[config.mk]
export PLATFORM = sky130hd
export DESIGN_NAME = cp0_timer_and_exception_return_flat
export DESIGN_NICKNAME = d
export VERILOG_FILES = /design/src/design/cp0t_pkg.sv /design/src/design/cp0t_if.sv /design/src/design/cp0_timer_and_exception_return.sv /design/src/flat_wrapper.sv
export SDC_FILE = /design/constraint.sdc
export NUM_CORES = 1
export LEC_CHECK = 0
export BUFFER_PORTS_ARGS = -buffer_cell sky130_fd_sc_hd__buf_2
export CAP_MARGIN = 20
export CELL_PAD_IN_SITES_DETAIL_PLACEMENT = 1
export CELL_PAD_IN_SITES_GLOBAL_PLACEMENT = 2
export CORE_UTILIZATION = 43
export DETAILED_ROUTE_END_ITERATION = 16
export GPL_ROUTABILITY_DRIVEN = 1
export PLACE_DENSITY = 0.95
export SLEW_MARGIN = 20
export SYNTH_ARGS = -nofsm -noshare
export SYNTH_HDL_FRONTEND = slang
export SYNTH_SLANG_ARGS = --single-unit
[constraint.sdc]
create_clock -name clk_i -period 7.7 [get_ports clk_i]
set_input_delay 0.385 -clock clk_i [delete_from_list [all_inputs] [get_ports clk_i]]
set_output_delay 0.385 -clock clk_i [all_outputs]
set_load 0.005 [all_outputs]
[src/design/cp0t_pkg.sv]
// Shared types and constants for the CP0 timer and exception-return slice.
package cp0t_pkg;

  localparam int unsigned DataW    = 32;
  localparam int unsigned ActionW  = 4;
  localparam int unsigned TicksW   = 16;
  localparam int unsigned ShiftW   = 5;
  localparam int unsigned CfgIdxW  = 1;
  localparam int unsigned CfgDataW = 5;
  localparam int unsigned AsidW    = 8;

  localparam logic [ShiftW-1:0] PageShiftReset = 5'd12;

  localparam int unsigned StatusExlBit = 1;
  localparam int unsigned StatusErlBit = 2;

  typedef enum logic [ActionW-1:0] {
    ActTick       = 4'd0,
    ActWrCount    = 4'd1,
    ActWrCompare  = 4'd2,
    ActWrEntryHi  = 4'd3,
    ActWrStatus   = 4'd4,
    ActWrEpc      = 4'd5,
    ActWrErrorEpc = 4'd6,
    ActEret       = 4'd7,
    ActRfe        = 4'd8
  } action_e;

  typedef enum logic [CfgIdxW-1:0] {
    CfgPageShift = 1'b0,
    CfgIsaSplit  = 1'b1
  } cfg_idx_e;

  typedef struct packed {
    logic [DataW-1:0] count_now;
    logic             timer_irq;
    logic [DataW-1:0] status_now;
    logic [DataW-1:0] entryhi_now;
    logic             jump_valid;
    logic [DataW-1:0] next_pc;
    logic             ret_mode;
    logic             asid_flush;
    logic             clear_link;
  } result_t;

  typedef struct packed {
    logic [ActionW-1:0] action;
    logic [DataW-1:0]   value;
    logic [TicksW-1:0]  ticks;
  } request_t;

endpackage

[src/design/cp0t_if.sv]
// Request and result channel interfaces for the CP0 timer slice.
interface cp0t_req_if;
  logic                              valid;
  logic                              ready;
  logic [cp0t_pkg::ActionW-1:0]      action;
  logic [cp0t_pkg::DataW-1:0]        value;
  logic [cp0t_pkg::TicksW-1:0]       ticks;

  modport source (output valid, action, value, ticks, input ready);
  modport sink   (input valid, action, value, ticks, output ready);
endinterface

interface cp0t_rsp_if;
  logic                              valid;
  logic                              ready;
  logic [cp0t_pkg::DataW-1:0]        count_now;
  logic                              timer_irq;
  logic [cp0t_pkg::DataW-1:0]        status_now;
  logic [cp0t_pkg::DataW-1:0]        entryhi_now;
  logic                              jump_valid;
  logic [cp0t_pkg::DataW-1:0]        next_pc;
  logic                              ret_mode;
  logic                              asid_flush;
  logic                              clear_link;

  modport source (output valid, count_now, timer_irq, status_now, entryhi_now, jump_valid,
                  next_pc, ret_mode, asid_flush, clear_link, input ready);
  modport sink   (input valid, count_now, timer_irq, status_now, entryhi_now, jump_valid,
                  next_pc, ret_mode, asid_flush, clear_link, output ready);
endinterface

[src/design/cp0_timer_and_exception_return.sv]
// An accepted request moves from the input register to the result register once the
// latter is empty or read. Throughput: one request per cycle unless the output stalls;
// the input and result registers hold one request each, and stalls cost no bubbles.
// The update of Count, Compare, Status, EntryHi and the ERET target is one pass of
// logic between those registers; the Count add and sign test set the path.
// Reset clears every CP0 register, disarms the timer and restores the page shift to 12.
module cp0_timer_and_exception_return (
  input  logic                            clk_i,
  input  logic                            rst_ni,
  cp0t_req_if.sink                        req_i,
  cp0t_rsp_if.source                      rsp_o,
  input  logic                            cfg_we_i,
  input  logic [cp0t_pkg::CfgIdxW-1:0]    cfg_index_i,
  input  logic [cp0t_pkg::CfgDataW-1:0]   cfg_wdata_i
);

  // configuration
  logic [cp0t_pkg::ShiftW-1:0] page_shift_q;
  logic                        isa_split_q;

  // input stage
  logic                s1_valid_q;
  cp0t_pkg::request_t  s1_req_q;
  logic                s1_fire;

  // result stage
  logic                out_valid_q;
  cp0t_pkg::result_t   res_q, res_d;

  // architectural state
  logic [cp0t_pkg::DataW-1:0] count_q, count_d;
  logic [cp0t_pkg::DataW-1:0] compare_q, compare_d;
  logic                       armed_q, armed_d;
  logic                       pend_q, pend_d;
  logic [cp0t_pkg::DataW-1:0] status_q, status_d;
  logic [cp0t_pkg::DataW-1:0] entryhi_q, entryhi_d;
  logic [cp0t_pkg::DataW-1:0] epc_q, epc_d;
  logic [cp0t_pkg::DataW-1:0] errorepc_q, errorepc_d;

  logic [cp0t_pkg::DataW-1:0] count_tick, diff, hi_mask, pc_raw;
  logic [cp0t_pkg::ShiftW:0]  mask_shamt;

  assign s1_fire     = s1_valid_q && (!out_valid_q || rsp_o.ready);
  assign req_i.ready = !s1_valid_q || s1_fire;

  always_ff @(posedge clk_i or negedge rst_ni) begin
    if (!rst_ni) begin
      page_shift_q <= cp0t_pkg::PageShiftReset;
      isa_split_q  <= 1'b0;
    end else if (cfg_we_i) begin
      unique case (cp0t_pkg::cfg_idx_e'(cfg_index_i))
        cp0t_pkg::CfgPageShift: page_shift_q <= cfg_wdata_i[cp0t_pkg::ShiftW-1:0];
        cp0t_pkg::CfgIsaSplit:  isa_split_q  <= cfg_wdata_i[0];
        default: ;
      endcase
    end
  end

  always_ff @(posedge clk_i or negedge rst_ni) begin
    if (!rst_ni) begin
      s1_valid_q <= 1'b0;
    end else if (req_i.ready) begin
      s1_valid_q <= req_i.valid;
    end
  end

  always_ff @(posedge clk_i) begin
    if (req_i.ready && req_i.valid) begin
      s1_req_q.action <= req_i.action;
      s1_req_q.value  <= req_i.value;
      s1_req_q.ticks  <= req_i.ticks;
    end
  end

  // Shared terms of the single update pass
  assign count_tick = count_q + {{(cp0t_pkg::DataW-cp0t_pkg::TicksW){1'b0}}, s1_req_q.ticks};
  assign diff       = count_tick - compare_q;
  assign mask_shamt = {1'b0, page_shift_q} + {{cp0t_pkg::ShiftW{1'b0}}, 1'b1};
  // a shift of 32 empties the VPN2 field and leaves only the ASID
  assign hi_mask    = ({cp0t_pkg::DataW{1'b1}} << mask_shamt)
                      | {{(cp0t_pkg::DataW-cp0t_pkg::AsidW){1'b0}}, {cp0t_pkg::AsidW{1'b1}}};
  assign pc_raw     = status_q[cp0t_pkg::StatusErlBit] ? errorepc_q : epc_q;

  always_comb begin
    count_d    = count_q;
    compare_d  = compare_q;
    armed_d    = armed_q;
    pend_d     = pend_q;
    status_d   = status_q;
    entryhi_d  = entryhi_q;
    epc_d      = epc_q;
    errorepc_d = errorepc_q;
    res_d      = '0;

    unique case (s1_req_q.action)
      cp0t_pkg::ActTick: begin
        count_d = count_tick;
        if (armed_q && !diff[cp0t_pkg::DataW-1]) begin
          pend_d  = 1'b1;
          armed_d = 1'b0;
        end
      end
      cp0t_pkg::ActWrCount: count_d = s1_req_q.value;
      cp0t_pkg::ActWrCompare: begin
        compare_d = s1_req_q.value;
        pend_d    = 1'b0;
        armed_d   = 1'b1;
      end
      cp0t_pkg::ActWrEntryHi: begin
        entryhi_d = (s1_req_q.value & hi_mask) | (entryhi_q & ~hi_mask);
        res_d.asid_flush = entryhi_d[cp0t_pkg::AsidW-1:0] != entryhi_q[cp0t_pkg::AsidW-1:0];
      end
      cp0t_pkg::ActWrStatus:   status_d   = s1_req_q.value;
      cp0t_pkg::ActWrEpc:      epc_d      = s1_req_q.value;
      cp0t_pkg::ActWrErrorEpc: errorepc_d = s1_req_q.value;
      cp0t_pkg::ActEret: begin
        if (status_q[cp0t_pkg::StatusErlBit]) begin
          status_d[cp0t_pkg::StatusErlBit] = 1'b0;
        end else begin
          status_d[cp0t_pkg::StatusExlBit] = 1'b0;
        end
        res_d.jump_valid = 1'b1;
        res_d.clear_link = 1'b1;
        res_d.next_pc    = pc_raw;
        if (isa_split_q) begin
          res_d.ret_mode   = pc_raw[0];
          res_d.next_pc[0] = 1'b0;
        end
      end
      // pop the IE/KU stack by one level
      cp0t_pkg::ActRfe: status_d[3:0] = status_q[5:2];
      default: ;
    endcase

    res_d.count_now   = count_d;
    res_d.timer_irq   = pend_d;
    res_d.status_now  = status_d;
    res_d.entryhi_now = entryhi_d;
  end

  always_ff @(posedge clk_i or negedge rst_ni) begin
    if (!rst_ni) begin
      count_q    <= '0;
      compare_q  <= '0;
      armed_q    <= 1'b0;
      pend_q     <= 1'b0;
      status_q   <= '0;
      entryhi_q  <= '0;
      epc_q      <= '0;
      errorepc_q <= '0;
    end else if (s1_fire) begin
      count_q    <= count_d;
      compare_q  <= compare_d;
      armed_q    <= armed_d;
      pend_q     <= pend_d;
      status_q   <= status_d;
      entryhi_q  <= entryhi_d;
      epc_q      <= epc_d;
      errorepc_q <= errorepc_d;
    end
  end

  always_ff @(posedge clk_i or negedge rst_ni) begin
    if (!rst_ni) begin
      out_valid_q <= 1'b0;
    end else if (!out_valid_q || rsp_o.ready) begin
      out_valid_q <= s1_valid_q;
    end
  end

  always_ff @(posedge clk_i) begin
    if (s1_fire) begin
      res_q <= res_d;
    end
  end

  assign rsp_o.valid       = out_valid_q;
  assign rsp_o.count_now   = res_q.count_now;
  assign rsp_o.timer_irq   = res_q.timer_irq;
  assign rsp_o.status_now  = res_q.status_now;
  assign rsp_o.entryhi_now = res_q.entryhi_now;
  assign rsp_o.jump_valid  = res_q.jump_valid;
  assign rsp_o.next_pc     = res_q.next_pc;
  assign rsp_o.ret_mode    = res_q.ret_mode;
  assign rsp_o.asid_flush  = res_q.asid_flush;
  assign rsp_o.clear_link  = res_q.clear_link;

`ifndef SYNTH
  a_pend_armed_excl: assert property (@(posedge clk_i) disable iff (!rst_ni)
    !(pend_q && armed_q))
    else $error("timer both pending and armed");

  a_compare_rearms: assert property (@(posedge clk_i) disable iff (!rst_ni)
    s1_fire && (s1_req_q.action == cp0t_pkg::ActWrCompare) |=> armed_q && !pend_q)
    else $error("compare write did not re-arm timer");

  a_no_jump_quiet: assert property (@(posedge clk_i) disable iff (!rst_ni)
    out_valid_q && !res_q.jump_valid |-> (res_q.next_pc == '0) && !res_q.ret_mode
                                         && !res_q.clear_link)
    else $error("eret outputs set without jump");

  a_isa_needs_split: assert property (@(posedge clk_i) disable iff (!rst_ni)
    out_valid_q && res_q.ret_mode |-> isa_split_q && !res_q.next_pc[0])
    else $error("isa mode reported without split enabled");

  a_stage_order: assert property (@(posedge clk_i) disable iff (!rst_ni)
    s1_fire |=> out_valid_q)
    else $error("request lost between stages");
`endif

endmodule
[src/flat_wrapper.sv]
// flat-port wrapper written by rule: the top's interface ports become plain ports
module cp0_timer_and_exception_return_flat 
  (clk_i, rst_ni, cfg_we_i, cfg_index_i, cfg_wdata_i, req_i_valid, req_i_action, req_i_value, req_i_ticks, req_i_ready, rsp_o_valid, rsp_o_count_now, rsp_o_timer_irq, rsp_o_status_now, rsp_o_entryhi_now, rsp_o_jump_valid, rsp_o_next_pc, rsp_o_ret_mode, rsp_o_asid_flush, rsp_o_clear_link, rsp_o_ready);
  cp0t_req_if req_i_i ();
  cp0t_rsp_if rsp_o_i ();
  input  logic clk_i;
  input  logic rst_ni;
  input  logic cfg_we_i;
  input  logic [cp0t_pkg::CfgIdxW-1:0] cfg_index_i;
  input  logic [cp0t_pkg::CfgDataW-1:0] cfg_wdata_i;
  input wire logic [$bits(req_i_i.valid)-1:0] req_i_valid;
  input wire logic [$bits(req_i_i.action)-1:0] req_i_action;
  input wire logic [$bits(req_i_i.value)-1:0] req_i_value;
  input wire logic [$bits(req_i_i.ticks)-1:0] req_i_ticks;
  output wire logic [$bits(req_i_i.ready)-1:0] req_i_ready;
  output wire logic [$bits(rsp_o_i.valid)-1:0] rsp_o_valid;
  output wire logic [$bits(rsp_o_i.count_now)-1:0] rsp_o_count_now;
  output wire logic [$bits(rsp_o_i.timer_irq)-1:0] rsp_o_timer_irq;
  output wire logic [$bits(rsp_o_i.status_now)-1:0] rsp_o_status_now;
  output wire logic [$bits(rsp_o_i.entryhi_now)-1:0] rsp_o_entryhi_now;
  output wire logic [$bits(rsp_o_i.jump_valid)-1:0] rsp_o_jump_valid;
  output wire logic [$bits(rsp_o_i.next_pc)-1:0] rsp_o_next_pc;
  output wire logic [$bits(rsp_o_i.ret_mode)-1:0] rsp_o_ret_mode;
  output wire logic [$bits(rsp_o_i.asid_flush)-1:0] rsp_o_asid_flush;
  output wire logic [$bits(rsp_o_i.clear_link)-1:0] rsp_o_clear_link;
  input wire logic [$bits(rsp_o_i.ready)-1:0] rsp_o_ready;
  assign req_i_i.valid = req_i_valid;
  assign req_i_i.action = req_i_action;
  assign req_i_i.value = req_i_value;
  assign req_i_i.ticks = req_i_ticks;
  assign req_i_ready = req_i_i.ready;
  assign rsp_o_valid = rsp_o_i.valid;
  assign rsp_o_count_now = rsp_o_i.count_now;
  assign rsp_o_timer_irq = rsp_o_i.timer_irq;
  assign rsp_o_status_now = rsp_o_i.status_now;
  assign rsp_o_entryhi_now = rsp_o_i.entryhi_now;
  assign rsp_o_jump_valid = rsp_o_i.jump_valid;
  assign rsp_o_next_pc = rsp_o_i.next_pc;
  assign rsp_o_ret_mode = rsp_o_i.ret_mode;
  assign rsp_o_asid_flush = rsp_o_i.asid_flush;
  assign rsp_o_clear_link = rsp_o_i.clear_link;
  assign rsp_o_i.ready = rsp_o_ready;
  cp0_timer_and_exception_return u_core (.clk_i(clk_i), .rst_ni(rst_ni), .req_i(req_i_i), .rsp_o(rsp_o_i), .cfg_we_i(cfg_we_i), .cfg_index_i(cfg_index_i), .cfg_wdata_i(cfg_wdata_i));
endmodule
==> summary.md <==
| Metric | Value |
|---|---|
| Status | complete, no violations |
| Hold_sp | req_i_value[23] |
| Clock tree buffer depth | 3 |
| Die W | 205 um |
| Crit path arrival time | 5.05 ns |
| Final HPWL DP | 33.8 mm |
| Clk slew on worst S/H paths | 0.06 ns |
| DR WL/cell | 22.6 um |
| RR Endpoint | u_core.rsp_o.timer_irq$_DFFE_PP_ |
| Total CTS buffers | 42 |
| Initial DRT Pass Iterations | 5 |
| Via count | 12500 |
| Most frequent cells in the layout | 234 x nand2_1, 199 x dfrtp_1, 196 x buf_2 |
| Full die area | ~42000 um2 |
| Final period util | 0.615 |
| Root Driver | clkbuf_16 |
| Post-CTS Setup Repair Bufs | 0 |
| Drt initial violations | 568 |
| Net Count, Synth | 1562 |
| Setup crit end kind | flip-flop |
| Detail Route Antenna Nets | 0 |
| TritonCTS clock tree | yes |
| P per Cell Area | roughly 330 nW/um2 |
| Max cap viols | 0 |
| Max reg flops | 52 |
| Core ar. | 40200 um2 |
| Clock Sinks | 386 |
| Placer Congestion | around 0.9 |
| CP Launch Type | flip-flop |
| R2r setup slk | about 3.0 ns |
| Port buffer count | 197 |
| GRT Total Usage | 0.247 |
| RSZ-0062 raised after global routing | no |
| Final non-filler cell total | 2253 |
| Maximum clock rate | between 200 and 250 MHz |
| Path depth of the worst reg2reg path | 18 |
| Max VDD drop | 0.000174 V |
| Register area share after synthesis | 0.598 |
| Mapped Cells | 1448 |
| Crit path required time | approximately 8 ns |
| Synth cell types | 72 |
| Global-route wire length before repair | just under 80 mm |
| Clock skew | 0.0151 ns |
| Initial Utilization | 0.440 |
| Placement row count | 73 |
| DRT Wirelength | 50.8 mm |
| Worst Hold Class | input pin to flip-flop |
| Hold path depth | 1 |
| Leading cell type in the layout, fill and taps excluded | nand2_1 |
| CP startpoint | u_core.count_q[0]$_DFFE_PN0P_ |
| IO Pins | 198 |
| Hold Vio Cnt, Final | 0 |
| Clock latency on the worst-skew pair | approximately 0.57 ns |
| Ys Warns | 0 |
| Final Setup Violations | 0 |
| Post-layout nets | 1807 |
| Min Clock Period, post-route | 4.73 ns |
| Tightest Pin Transition | between 1 and 1.5 ns |
| Placed Cells | around 2100 |
| Leakage | 0.00941 uW |
| Avg Inst Size Synth | 12.2 um2 |
| Area grow syn2layout | 19.7% |
| Critical path class | flip-flop to flip-flop |
| CP Capture Point | u_core.rsp_o.timer_irq$_DFFE_PP_ |
| H-tree depth | 2 |
| Reg2reg start | u_core.count_q[0]$_DFFE_PN0P_ |
| Die height | 205 um |
| Post-Syn Area | between 15000 and 20000 um2 |
| Largest net degree at the start of global routing | 125 |
| EDFF count, synth | 184 |
| Final slew viol count | 0 |
| CP Max Fanout | 14 |
| # resized after CTS | 0 |
| Layout cells sized above 1 | 0.281 |
| Async S/R FF share, synth | 0.523 |
| Setup TNS | 0 ns |
| GR Overflow Total | 0 |
| Predominant post-synthesis flop cell | dfrtp_1 |
| Biggest register | u_core.s1_req_q |
| DRC viols | 0 |
| Rel. slew slack | 0.292 |
| Seq cells post-synth | 386 |
| Initial antenna violation count | 4 |
| Via density | 5.57 |
| Vias in the first global route | 13400 |
metrics by stage:
stage / utilization / setup WS [ns] / cell area [um2] / hold WS (ns) / total power (uW)
after CTS: 0.527 / 2.98 / 21200 / 0.00206 / 7040
after global routing: 0.527 / 2.63 / 21200 / 0.00945 / 7390
after global placement: 0.479 / 3.13 / 19200 / 0.447 / 4780
final: 0.527 / 2.97 / 21200 / 0.0290 / 7010
after detailed placement: 0.479 / 3.01 / 19200 / 0.460 / 4910
after floorplan: - / 2.37 / 17700 / 0.0894 / 4260
worst max-delay path, cell delays in order (launching register included):
cell	delay (ns)
dfrtp_1	0.40
ha_1	0.24
inv_1	0.08
fa_1	0.21
nor2b_1	0.06
o21a_1	0.20
o21ai_1	0.16
a211o_1	0.27
a21oi_1	0.10
nor2_1	0.69
xnor2_1	0.16
ha_1	0.33
a211oi_1	0.23
o21ai_0	0.12
a221o_1	0.33
a221o_1	0.35
xor2_1	0.17
xnor2_1	0.19
a22o_1	0.22
metal layers:
layer | vias to the layer above | routed length [um] | track usage
met5 | - | 23 | 0
met2 | 349 | 24200 | 0.404
met1 | 6426 | 22300 | 0.327
met4 | 4 | 1530 | 0.0884
met3 | 100 | 2770 | 0.0461
li1 | 5665 | - | -
worst min path at each step:
stage                     slack (ns)                               end
after floorplan                 0.09        u_core.armed_q$_DFFE_PN0P_
after global placement          0.45  u_core.entryhi_q[22]$_DFFE_PN0P_
after detailed placement        0.46  u_core.entryhi_q[26]$_DFFE_PN0P_
after CTS                      0.002     u_core.s1_req_q[33]$_DFFE_PP_
after global routing           0.009     u_core.s1_req_q[33]$_DFFE_PP_
final                           0.03     u_core.s1_req_q[39]$_DFFE_PP_
synth_stat cells (7+ instances only):
master    number  area, um2
a21o_1        17        128
a21oi_1       50        250
a22oi_1       11       82.6
a31oi_1       10       62.6
and3_1        10       62.6
buf_1          7       26.3
buf_2          9       45.0
clkbuf_1      45        169
dfrtp_1      200       5000
edfxtp_1     184       5530
ha_1          50        626
inv_1         44        165
mux2_2       181       2040
mux2i_1       49        490
nand2_1      235        882
nand2b_1       9       56.3
nand3_1       36        180
nand4_1        7       43.8
nor2_1        93        349
nor3_1        11       55.1
o211ai_1       8       60.1
o21a_1         7       52.6
o21ai_0       42        210
or3_1          8       50.1
xnor2_1       16        140
xor2_1        20        175
power by group:
part	leakage [uW]	total (uW)	internal [uW]	switching [uW]
logic	0.00437	1870	850	1020
clock network	0.000697	2090	1240	846
registers	0.00434	3050	2690	356
total	0.00941	7010	4780	2220
timing repair:
action                     in CTS  in global routing
hold endpoints to repair      128                  0
setup endpoints to repair       0                  0
hold buffers                   51                  0
area by class of cell:
type	count	area (um2)
fillers	4152	19000
multi-input cells	951	6700
well taps	525	657
inverters	46	180
clock buffers	60	1220
flip-flops and latches	386	10600
clock inverters	16	188
repair buffers	266	1640
diodes	3	7.51
cell families after synthesis:
| family | share of synthesized area |
|---|---|
| fa+ha+maj | 0.0365 |
| mux | 0.143 |
| simple gates | 0.107 |
| flops | 0.598 |
| compound gates | 0.0725 |
| xor+xnor | 0.0187 |
| buf+inv | 0.0250 |
Power figures use the tool's default switching activity.
